--- config.mk ---
export PLATFORM = sky130hd
export DESIGN_NAME = pcs_ctrl
export DESIGN_NICKNAME = d
export VERILOG_FILES = /design/src/hdl/pcs_pkg.sv /design/src/hdl/pcs_ctrl.sv
export SDC_FILE = /design/constraint.sdc
export NUM_CORES = 1
export LEC_CHECK = 0
export ABC_AREA = 1
export BUFFER_PORTS_ARGS = -buffer_cell sky130_fd_sc_hd__buf_2
export CORE_MARGIN = 2
export CORE_UTILIZATION = 50
export CTS_CLUSTER_SIZE = 20
export DETAILED_ROUTE_END_ITERATION = 6
export GPL_TIMING_DRIVEN = 0
export PLACE_DENSITY = 0.81
export SLEW_MARGIN = 20
export SYNTH_ARGS = -nofsm -noshare
export SYNTH_HDL_FRONTEND = slang
export SYNTH_SLANG_ARGS = --single-unit
--- constraint.sdc ---
create_clock -name clk -period 3.6 [get_ports clk]
set_input_delay 0.36 -clock clk [delete_from_list [all_inputs] [get_ports clk]]
set_output_delay 0.36 -clock clk [all_outputs]
set_load 0.01 [all_outputs]
--- src/hdl/pcs_pkg.sv ---
// pcs_pkg: shared constants, types and helpers for the puct child select unit
// no dependencies
`timescale 1ns / 1ps
`default_nettype none
package pcs_pkg;

  localparam int FRAC_BITS         = 16;
  localparam int MANT_BITS         = 30;
  localparam int WIN_W             = 40;
  localparam int PRIOR_W           = 17;
  localparam int IDX_W             = 10;
  localparam int CFG_W             = 20;
  localparam int EF_W              = 32;
  localparam int CFG_IDX_W         = 1;
  localparam int MAX_CHILDREN_DEF  = 1024;
  localparam int VISIT_BITS_DEF    = 24;

  localparam logic [PRIOR_W-1:0] ONE_Q    = PRIOR_W'(1) << FRAC_BITS;
  localparam logic [31:0]        LN2_Q32  = 32'd2977044472;
  localparam logic [CFG_W-1:0]   EB_RESET = CFG_W'(19652);
  localparam logic [CFG_W-1:0]   EI_RESET = CFG_W'(81920);

  localparam logic [CFG_IDX_W-1:0] REG_EXPLORE_BASE = CFG_IDX_W'(0);
  localparam logic [CFG_IDX_W-1:0] REG_EXPLORE_INIT = CFG_IDX_W'(1);

  typedef enum logic [3:0] {
    S_IDLE,
    S_NODE,
    S_NODE_WAIT,
    S_NORM,
    S_SQ_MUL,
    S_SQ_NORM,
    S_LN_MUL,
    S_LN_FIN,
    S_CHILD,
    S_CHILD_WAIT,
    S_SC1,
    S_SC2,
    S_SC3,
    S_OUT
  } pcs_state_t;

  typedef struct packed {
    logic load;
    logic node_start;
    logic node_cap;
    logic norm_shift;
    logic sq_mul;
    logic sq_norm;
    logic ln_mul;
    logic ln_fin;
    logic child_start;
    logic sc_mul1;
    logic sc_mul2;
    logic sc_upd;
    logic first;
    logic out_load;
  } pcs_cmd_t;

  typedef struct packed {
    logic node_idle;
    logic m_big;
    logic child_idle;
    logic closing;
  } pcs_sts_t;

  function automatic logic [PRIOR_W-1:0] sat_one(input logic [WIN_W-1:0] v);
    logic [PRIOR_W-1:0] r;
    r = (v > WIN_W'(ONE_Q)) ? ONE_Q : v[PRIOR_W-1:0];
    return r;
  endfunction

endpackage
`default_nettype wire

--- src/hdl/pcs_ctrl.sv ---
// pcs_ctrl: sequencer for node setup, child scoring and result hand-off
// depends on pcs_pkg
`timescale 1ns / 1ps
`default_nettype none
module pcs_ctrl (
  input  wire logic               clk,
  input  wire logic               rst_n,
  input  wire logic               in_valid,
  output logic                    in_ready,
  output logic                    out_valid,
  input  wire logic               out_ready,
  input  wire pcs_pkg::pcs_sts_t  sts,
  output pcs_pkg::pcs_cmd_t       cmd
);

  localparam int SQCW = $clog2(pcs_pkg::FRAC_BITS);

  pcs_pkg::pcs_state_t state_r, state_nxt;
  logic                in_run_r, in_run_nxt;
  logic                out_valid_r, out_valid_nxt;
  logic [SQCW-1:0]     sq_cnt_r, sq_cnt_nxt;

  always_ff @(posedge clk) begin
    if (!rst_n) begin
      state_r     <= pcs_pkg::S_IDLE;
      in_run_r    <= 1'b0;
      out_valid_r <= 1'b0;
      sq_cnt_r    <= '0;
    end else begin
      state_r     <= state_nxt;
      in_run_r    <= in_run_nxt;
      out_valid_r <= out_valid_nxt;
      sq_cnt_r    <= sq_cnt_nxt;
    end
  end

  always_comb begin
    state_nxt  = state_r;
    in_run_nxt = in_run_r;
    sq_cnt_nxt = sq_cnt_r;
    cmd        = '0;
    in_ready   = 1'b0;
    out_valid_nxt = (out_valid_r && out_ready) ? 1'b0 : out_valid_r;
    case (state_r)
      pcs_pkg::S_IDLE: begin
        in_ready = 1'b1;
        if (in_valid) begin
          cmd.load  = 1'b1;
          state_nxt = in_run_r ? pcs_pkg::S_CHILD : pcs_pkg::S_NODE;
        end
      end
      pcs_pkg::S_NODE: begin
        cmd.node_start = 1'b1;
        state_nxt      = pcs_pkg::S_NODE_WAIT;
      end
      pcs_pkg::S_NODE_WAIT: begin
        if (sts.node_idle) begin
          cmd.node_cap = 1'b1;
          state_nxt    = pcs_pkg::S_NORM;
        end
      end
      pcs_pkg::S_NORM: begin
        if (sts.m_big) begin
          cmd.norm_shift = 1'b1;
        end else begin
          state_nxt = pcs_pkg::S_SQ_MUL;
        end
      end
      pcs_pkg::S_SQ_MUL: begin
        cmd.sq_mul = 1'b1;
        state_nxt  = pcs_pkg::S_SQ_NORM;
      end
      pcs_pkg::S_SQ_NORM: begin
        cmd.sq_norm = 1'b1;
        if (sq_cnt_r == SQCW'(pcs_pkg::FRAC_BITS - 1)) begin
          sq_cnt_nxt = '0;
          state_nxt  = pcs_pkg::S_LN_MUL;
        end else begin
          sq_cnt_nxt = sq_cnt_r + 1'b1;
          state_nxt  = pcs_pkg::S_SQ_MUL;
        end
      end
      pcs_pkg::S_LN_MUL: begin
        cmd.ln_mul = 1'b1;
        state_nxt  = pcs_pkg::S_LN_FIN;
      end
      pcs_pkg::S_LN_FIN: begin
        cmd.ln_fin = 1'b1;
        state_nxt  = pcs_pkg::S_CHILD;
      end
      pcs_pkg::S_CHILD: begin
        cmd.child_start = 1'b1;
        state_nxt       = pcs_pkg::S_CHILD_WAIT;
      end
      pcs_pkg::S_CHILD_WAIT: begin
        if (sts.child_idle) begin
          state_nxt = pcs_pkg::S_SC1;
        end
      end
      pcs_pkg::S_SC1: begin
        cmd.sc_mul1 = 1'b1;
        state_nxt   = pcs_pkg::S_SC2;
      end
      pcs_pkg::S_SC2: begin
        cmd.sc_mul2 = 1'b1;
        state_nxt   = pcs_pkg::S_SC3;
      end
      pcs_pkg::S_SC3: begin
        cmd.sc_upd = 1'b1;
        cmd.first  = !in_run_r;
        in_run_nxt = !sts.closing;
        state_nxt  = sts.closing ? pcs_pkg::S_OUT : pcs_pkg::S_IDLE;
      end
      pcs_pkg::S_OUT: begin
        if (!out_valid_r || out_ready) begin
          cmd.out_load  = 1'b1;
          out_valid_nxt = 1'b1;
          state_nxt     = pcs_pkg::S_IDLE;
        end
      end
      default: begin
        state_nxt = pcs_pkg::S_IDLE;
      end
    endcase
  end

  assign out_valid = out_valid_r;

  a_close_to_out: assert property (@(posedge clk) disable iff (!rst_n)
    (cmd.sc_upd && sts.closing) |=> (state_r == pcs_pkg::S_OUT))
    else $error("closing child did not reach result state");

  a_first_to_node: assert property (@(posedge clk) disable iff (!rst_n)
    (in_valid && in_ready && !in_run_r) |=> (state_r == pcs_pkg::S_NODE))
    else $error("first child of a node skipped node setup");

  a_wait_holds: assert property (@(posedge clk) disable iff (!rst_n)
    (state_r == pcs_pkg::S_CHILD_WAIT && !sts.child_idle)
      |=> (state_r == pcs_pkg::S_CHILD_WAIT))
    else $error("left child wait with dividers busy");

  a_out_source: assert property (@(posedge clk) disable iff (!rst_n)
    $rose(out_valid_r) |-> $past(state_r == pcs_pkg::S_OUT))
    else $error("result raised outside result state");

endmodule
`default_nettype wire

# Word level (Yosys, flattened, before mapping)
# Cells that the tools add are included.
[word_totals]
regBits = 10
inputBits = 8
output_inout_bits = 16
word_cells = 62
[classes]
addsub = 1
eq_ne = 19
n_mux = 31
reduce_logical = 7
[ops]
columns = ["cell", "n"]
rows = [
  ["case mux 4 bit (14 select lines)", 1],
  ["2-to-1 mux 4 bit", 8],
  ["equality test 4 bit, second input constant", 7],
  ["2-to-1 mux 1 bit", 20],
  ["equality test 4 x 3 -> 1 bit, second input constant", 4],
  ["!= test 2 bit, second input constant", 5],
  ["equality test 4 x 2 -> 1 bit, second input constant", 2],
  ["AND reduction 5 bit", 1],
  ["adder 4 x 1 -> 4 bit, second input constant", 1],
  ["equality test 4 x 1 -> 1 bit, second input constant", 1],
  ["zero test 4 bit", 1],
  ["2-to-1 mux 2 bit", 2],
  ["zero test 1 bit", 3],
  ["logical AND 1 bit", 1],
  ["logical OR 1 bit", 1],
]

# Logic depth before layout (Yosys ltp)
# Gate-level depths: netlist of run 1.
[logic_depth]
ltp_word = 4
ltp_mapped = 9
ltp_nobuf = 9

# Worst setup path before layout of run 1
# No wires, ideal clock.
[synth_path]
path_kind = "reg2out"
startpoint = "register state_r[0]"
endpoint = "output cmd[1] (netlist bit)"
arrival_time_ps = 1115
required_time_ps = 3240
slack_ps = 2125
path_stages_with_launch = 6
n_path_buf = 0
cell_sequence = "dfxtp_1 nor2_1 inv_2 nor2_1 inv_1 nor2_1"
[synth_rtl]
columns = ["element", "line", "text"]
rows = [
  ["start, declared", "pcs_ctrl.sv:18", "pcs_pkg::pcs_state_t state_r, state_nxt;"],
  ["start signal, assigned", "pcs_ctrl.sv:25", "state_r <= pcs_pkg::S_IDLE;"],
  ["start signal, assigned", "pcs_ctrl.sv:30", "state_r <= state_nxt;"],
  ["end, declared", "pcs_ctrl.sv:13", "output pcs_pkg::pcs_cmd_t cmd"],
]

==> results of run 1 <==
==> through the flow <==
stage	instance area, um^2	hold slack [ns]
2_1_floorplan	661	0.458
3_3_place_gp	795	0.473
3_5_place_dp	795	0.476
4_1_cts	817	0.361
5_1_grt	817	0.380
6_report	817	0.354
==> flip-flops by register name, indices dropped and copies added, names as in the netlist <==
register,cells
in_run_r,1
state_r,4
out_valid,1
sq_cnt_r,4
==> worst register-to-register path, stage by stage, from the launching register on <==
cell	delay, ns
dfxtp_1	0.33
nor2_1	0.36
nand4_1	0.20
nand2_1	0.10
inv_1	0.07
a21oi_1	0.16
nor2_1	0.05
==> cell type report <==
type,instances,area share
Clock buffer,3,0.0276
Sequential cell,10,0.245
Multi-Input combinational cell,79,0.453
Timing Repair Buffer,23,0.141
Tap cell,15,0.0230
Inverter,24,0.110
==> where the power goes <==
part	switching (mW)	internal [mW]
clock network	0.0387	0.0387
registers	0.0183	0.122
logic	0.126	0.0724
total	0.183	0.234
==> routing by layer <==
metal  GRT usage  vias up  share of wire
li1            -      401              -
met3      0.0389        7          0.065
met4       0.142        0          0.031
met1       0.215      321           0.40
met5           0        -              0
met2       0.413       31           0.50
==> cell usage in the layout (no fill, tap or decap) <==
cell type	n
xor2_1	1
inv_2	4
nor2_2	1
dfxtp_1	10
nand2_1	23
nor3_1	2
nor2_1	23
ha_1	1
nor2_4	2
nand2_2	1
a21oi_1	7
clkbuf_4	3
inv_1	20
buf_2	23
xnor2_1	1
o21ai_0	2
nand3_1	13
nand4_1	2
==> cell families (layout without fill, tap and decap cells) <==
logic type               Yosys count  in the layout  share of synthesized area
AND/OR/NAND/NOR                   67             67                      0.447
AO/OA/AOI/OAI                      9              9                     0.0682
XOR/XNOR                           2              2                     0.0265
adder cells (fa/ha/maj)            1              1                     0.0189
flip-flops                        10             10                      0.303
buffers and inverters             24             50                      0.136
==> final timing paths <==
check                  start          to  slack (ns)  cells after the start
setup / recovery  state_r[0]      cmd[1]        1.82                      6
hold / removal         rst_n    in_run_r        0.35                      3
setup reg to reg  state_r[3]  state_r[0]        2.22                      6
hold reg to reg     in_run_r    in_run_r        0.48                      2
==> Yosys cell counts <==
library cell,count
nand3_1,13
ha_1,1
o21ai_0,2
inv_1,20
inv_2,4
nand4_1,2
nand2_2,1
nor2_1,23
dfxtp_1,10
nor2_4,2
nor2_2,1
nor3_1,2
nand2_1,23
xnor2_1,1
xor2_1,1
a21oi_1,7
==> key figures, run 1 <==
Critical path
  – Count of buffering cells on the critical path with inverters included: 3
  – Type of element capturing the critical path: output port
  – CP top delay family: simple AND/OR/NAND/NOR gates
  – Maximum single-stage delay on the critical path: between 0.3 and 0.4 ns
  – Crit path arrival time: 1.42 ns
  – Startpoint-to-endpoint class of the critical path: reg -> out
  – Critical path launch point type: flop
  – Cell at the slowest stage of the critical path: dfxtp_1
  – Critical-path cell list: nor2_1, inv_2, nor2_1, inv_1, nor2_1, buf_2
  – Largest fanout on the critical path: 6
  – Required time of the critical path: approximately 3.2 ns
  – CP dominant cell by count: nor2_1

Timing
  – Number of slew-limit violations in the final report: 0
  – Worst Max-Slew Pin Slew: 0.433 ns
  – Final critical path time including I/O delays and setup: 1.78 ns
  – Unrepaired setup endpoints after global routing: no
  – Clock Skews: 0.00276 ns
  – Max transition margin: 0.710
  – Final hold violation count: 0
  – Setup-failing EPs final: 0
  – Setup ws final: 1.82 ns
  – Crit share post-route: 0.494
  – Maximum achievable frequency: around 560 MHz
  – Setup Total Neg Slack: 0 ns

Min path
  – Hold/Removal Path Class: in -> reg

Clock tree
  – Clock Sink Count: 10
  – Clock tree root buffer cell: clkbuf_4
  – Number of hold buffers added after cts: 0
  – Max Buffers Root-to-Sink: 2
  – Number of clock buffers inserted by TritonCTS: 3
  – Post-CTS Setup Inserts: 0
  – H-tree depth reported by CTS: 1
  – Clock tree from TritonCTS: done
  – Clock Latency Late Sink: 0.27 ns
  – Number of instances resized during post-cts repair: 0
  – Clock-pin slew on the worst setup and hold paths: around 0.06 ns

Synth
  – Synthesis-stage register bit count: 10
  – Synthesized instance count: between 100 and 150
  – Largest cells by area after synthesis: dfxtp_1 30%, nand2_1 13%, nor2_1 13%
  – Area leader, netlist: dfxtp_1
  – Post-synth design cell area: about 660 um^2
  – Yosys warnings: 0
  – Syn_area_per_cell: between 5 and 6 um^2
  – Synthesized net count: about 120
  – Sequential fraction of the synthesis area: 0.303
  – Synth cell types: 16
  – Share of the synthesized area in the top cell type: 0.303

Die
  – Overall die area: about 1600 um^2
  – Core Footprint: between 1000 and 1500 um^2
  – Num ports: 24
  – Starting density of the core: 0.521
  – # rows: 13
  – Die extent in y: just over 40 um
  – Die X: 40.4 um

Placement
  – Cell total after placement: ~150
  – Placement-stage worst setup slack: between 2 and 2.5 ns
  – Global placer's final weighted congestion: just under 0.8
  – Input/output buffers: 23
  – Final HPWL from detailed placement: around 1.3 mm

GRT
  – Grt ovf: 0
  – Total routing usage reported by global routing: 0.220
  – Wire length of the first global-routing pass: between 2 and 2.5 mm
  – Via count of the first global-routing pass: roughly 680
  – Maximum number of pins on one net before global-route repair: 7
  – Initial antenna violation count: 0

Routing
  – Total wire length after detailed routing: between 1.5 and 2 mm
  – Length of the first detailed-routing pass in iterations: 5
  – Number of vias in the routed layout: 760
  – Number of DRC violations after detailed-routing iteration 0: 31
  – Final routed wire length divided by cell count: approximately 10 um
  – Remaining antenna violation count: 0
  – Remaining design rule violation count: 0
  – Post-detailed-route via-to-cell ratio: between 4 and 5

Final layout
  – Net count of the finished layout: 150
  – Area of all sequential standard cells: 200 um^2
  – Share of final-layout standard cells stronger than drive strength 1: 0.245
  – FILL cells: between 100 and 150
  – Relative area change from synthesis to final layout: 23.7%
  – Area occupied by multi-input gates: roughly 370 um^2
  – Post-route non-filler standard cell count: around 150
  – Number of antenna diodes: 0
  – Final design utilization: 0.644

Power and ir drop
  – Power density over the cells: 510 nW/um^2
  – Static leakage: around 0.49 nW
  – Largest voltage drop on the vdd net: about 0.0003 V
  – Design Power: 0.417 mW

Flow run
  – Max-cap violation count: 0

Outcome
  – Run status: completed
No activity file was read; power rests on OpenSTA's default activity.
==> run 2: changes to the inputs <==
CORE_UTILIZATION = 47   (was 50)
PLACE_DENSITY = 0.76   (was 0.81)
clock period = 1.9 ns   (was 3.6 ns; I/O delays follow)
==> run 2 against run 1 <==
Effect of this change: sequential share of layout area is 0.41 points lower; clock-buffer cell count increased by 1; first-iteration DRC count fell by 48%; clock skew is 0.0013 ns higher; routed wire length down 0.13%; worst setup slack worse by 1.5 ns; critical path depth did not move; utilization is 0.55 points lower; largest cell class unchanged; cell count grew 0.65%; die area increased by 5.7%; final area up 1.7%; via count decreased by 0.53%.
==> key figures, run 2 (synthesized netlist as in run 1, its figures left out) <==
Power and ir drop
  – Switching Fraction: 0.416
  – Static leakage: around 0.5 nW
  – Combinational power share: 0.447
  – Register share of total power: 0.320
  – Largest voltage drop on the vdd net: 0.000533 V
  – Power density over the cells: about 1000 nW/um^2
  – Design Power: 0.832 mW
  – Portion of total power attributed to the clock network: 0.233
  – Net switching power of the design: around 0.35 mW
  – Cell internal power dissipation: about 0.49 mW

Critical path
  – CP top delay family: simple AND/OR/NAND/NOR gates
  – Crit path arrival time: roughly 1.4 ns
  – Largest fanout on the critical path: 6
  – Cell at the slowest stage of the critical path: dfxtp_1
  – Maximum single-stage delay on the critical path: about 0.37 ns
  – FF-to-FF Start: state_r[3]
  – Startpoint-to-endpoint class of the critical path: reg -> out
  – CP dominant cell by count: nor2_1
  – Critical path launch point type: flop
  – Register-to-Register Path Depth: 6
  – R2R Path End: state_r[0]
  – Type of element capturing the critical path: output port
  – Critical-path cell list: nor2_1, inv_2, nor2_1, inv_1, nor2_1, buf_2
  – Count of buffering cells on the critical path with inverters included: 3
  – Worst reg2reg setup slack: ~0.53 ns
  – Required time of the critical path: 1.71 ns

Clock tree
  – Number of hold buffers added after cts: 0
  – Clock-pin slew on the worst setup and hold paths: around 0.06 ns
  – Max Buffers Root-to-Sink: 2
  – Clock tree from TritonCTS: done
  – Number of clock buffers inserted by TritonCTS: 3
  – Number of instances resized during post-cts repair: 0
  – Clock Latency Late Sink: roughly 0.27 ns
  – Clock tree root buffer cell: clkbuf_4
  – H-tree depth reported by CTS: 1
  – Post-CTS Setup Inserts: 0
  – Clock Sink Count: 10

Final layout
  – Registers with the most flip-flops: sq_cnt_r (4), state_r (4)
  – Leading cell types in the layout, fill and taps excluded: 23 x nand2_1, 23 x nor2_1, 23 x buf_2, 20 x inv_1, 13 x nand3_1
  – Number of antenna diodes: 0
  – Net count of the finished layout: 150
  – Relative area change from synthesis to final layout: 25.8%
  – Share of final-layout standard cells stronger than drive strength 1: 0.250

Timing
  – Final hold violation count: 0
  – Max transition margin: 0.707
  – Crit share post-route: 0.844
  – Maximum achievable frequency: ~620 MHz
  – Final critical path time including I/O delays and setup: roughly 1.6 ns
  – Worst Max-Slew Pin Slew: 0.438 ns
  – Setup Total Neg Slack: 0 ns
  – Number of slew-limit violations in the final report: 0
  – Setup-failing EPs final: 0
  – Clock Skews: around 0.004 ns
  – Unrepaired setup endpoints after global routing: no

Die
  – Die extent in y: roughly 41 um
  – Core Footprint: around 1300 um^2
  – Starting density of the core: 0.508
  – Overall die area: approximately 1700 um^2
  – # rows: 13
  – Num ports: 24
  – Die X: 41.5 um

Routing
  – Remaining design rule violation count: 0
  – Final routed wire length divided by cell count: between 10 and 15 um
  – Remaining antenna violation count: 0
  – Number of DRC violations after detailed-routing iteration 0: 16
  – Length of the first detailed-routing pass in iterations: 5
  – Total wire length after detailed routing: 1.57 mm
  – Number of vias in the routed layout: around 760
  – Post-detailed-route via-to-cell ratio: between 4 and 5

Placement
  – Global placer's final weighted congestion: 0.842
  – Input/output buffers: 23
  – Final HPWL from detailed placement: between 1 and 1.5 mm

Min path
  – Capture endpoint of the worst hold path: in_run_r
  – Startpoint of the worst hold path: rst_n
  – Hold/Removal Path Class: in -> reg
  – Hold Path Depth: 3

GRT
  – Initial antenna violation count: 0
  – Total routing usage reported by global routing: 0.178
  – Maximum number of pins on one net before global-route repair: 7
  – Wire length of the first global-routing pass: ~2.5 mm
  – Via count of the first global-routing pass: 645
  – Grt ovf: 0

Outcome
  – Run status: completed

Flow run
  – Max-cap violation count: 0
run 2: through the flow:
stage	utilization	instance area, um^2	cells	hold slack (ns)	setup WS, ns
after global placement	0.611	795	151	0.465	0.559
final	0.638	831	155	0.187	0.296
after global routing	0.638	831	155	0.204	0.139
after CTS	0.638	831	155	0.189	0.283
after floorplan	-	661	113	0.315	0.595
after detailed placement	0.611	795	151	0.472	0.535
run 2: worst reg2reg max path: stages, from the launching register on:
cell and delay (ns):
dfxtp_1 0.33, nor2_1 0.37, nand4_1 0.20, nand2_1 0.10, inv_1 0.08, a21oi_1 0.14
nor2_1 0.05
run 2: how the worst max path moves through the flow:
stage,startpoint,depth (start not counted),slack [ns],endpoint
floorplan,state_r[0],5,0.60,cmd[1]
global placement,state_r[3],6,0.56,state_r[0]
detailed placement,state_r[3],6,0.54,state_r[0]
CTS,state_r[0],6,0.28,cmd[1]
global route,state_r[0],6,0.14,cmd[1]
finish,state_r[0],6,0.30,cmd[1]
run 2: per-layer routing:
layer  track usage  share of wire
met5             0              0
met1         0.197           0.44
met3        0.0478          0.065
met4        0.0516          0.012
met2         0.328           0.48
run 2: layout make-up:
type,instances,area (um^2)
clock buffer,4,36.3
fill,137,470
inverter,24,90.1
multi-input combinational,79,370
sequential,10,200
tap,15,18.8
timing repair buffer,23,115
run 2: power by group through the flow:
stage               logic (mW)  clock network (mW)  registers [mW]
finish                   0.372               0.193           0.266
global route             0.417               0.206           0.271
detailed placement       0.375                   0           0.271
CTS                      0.376               0.198           0.266
global placement         0.371                   0           0.270
floorplan                0.283                   0           0.265
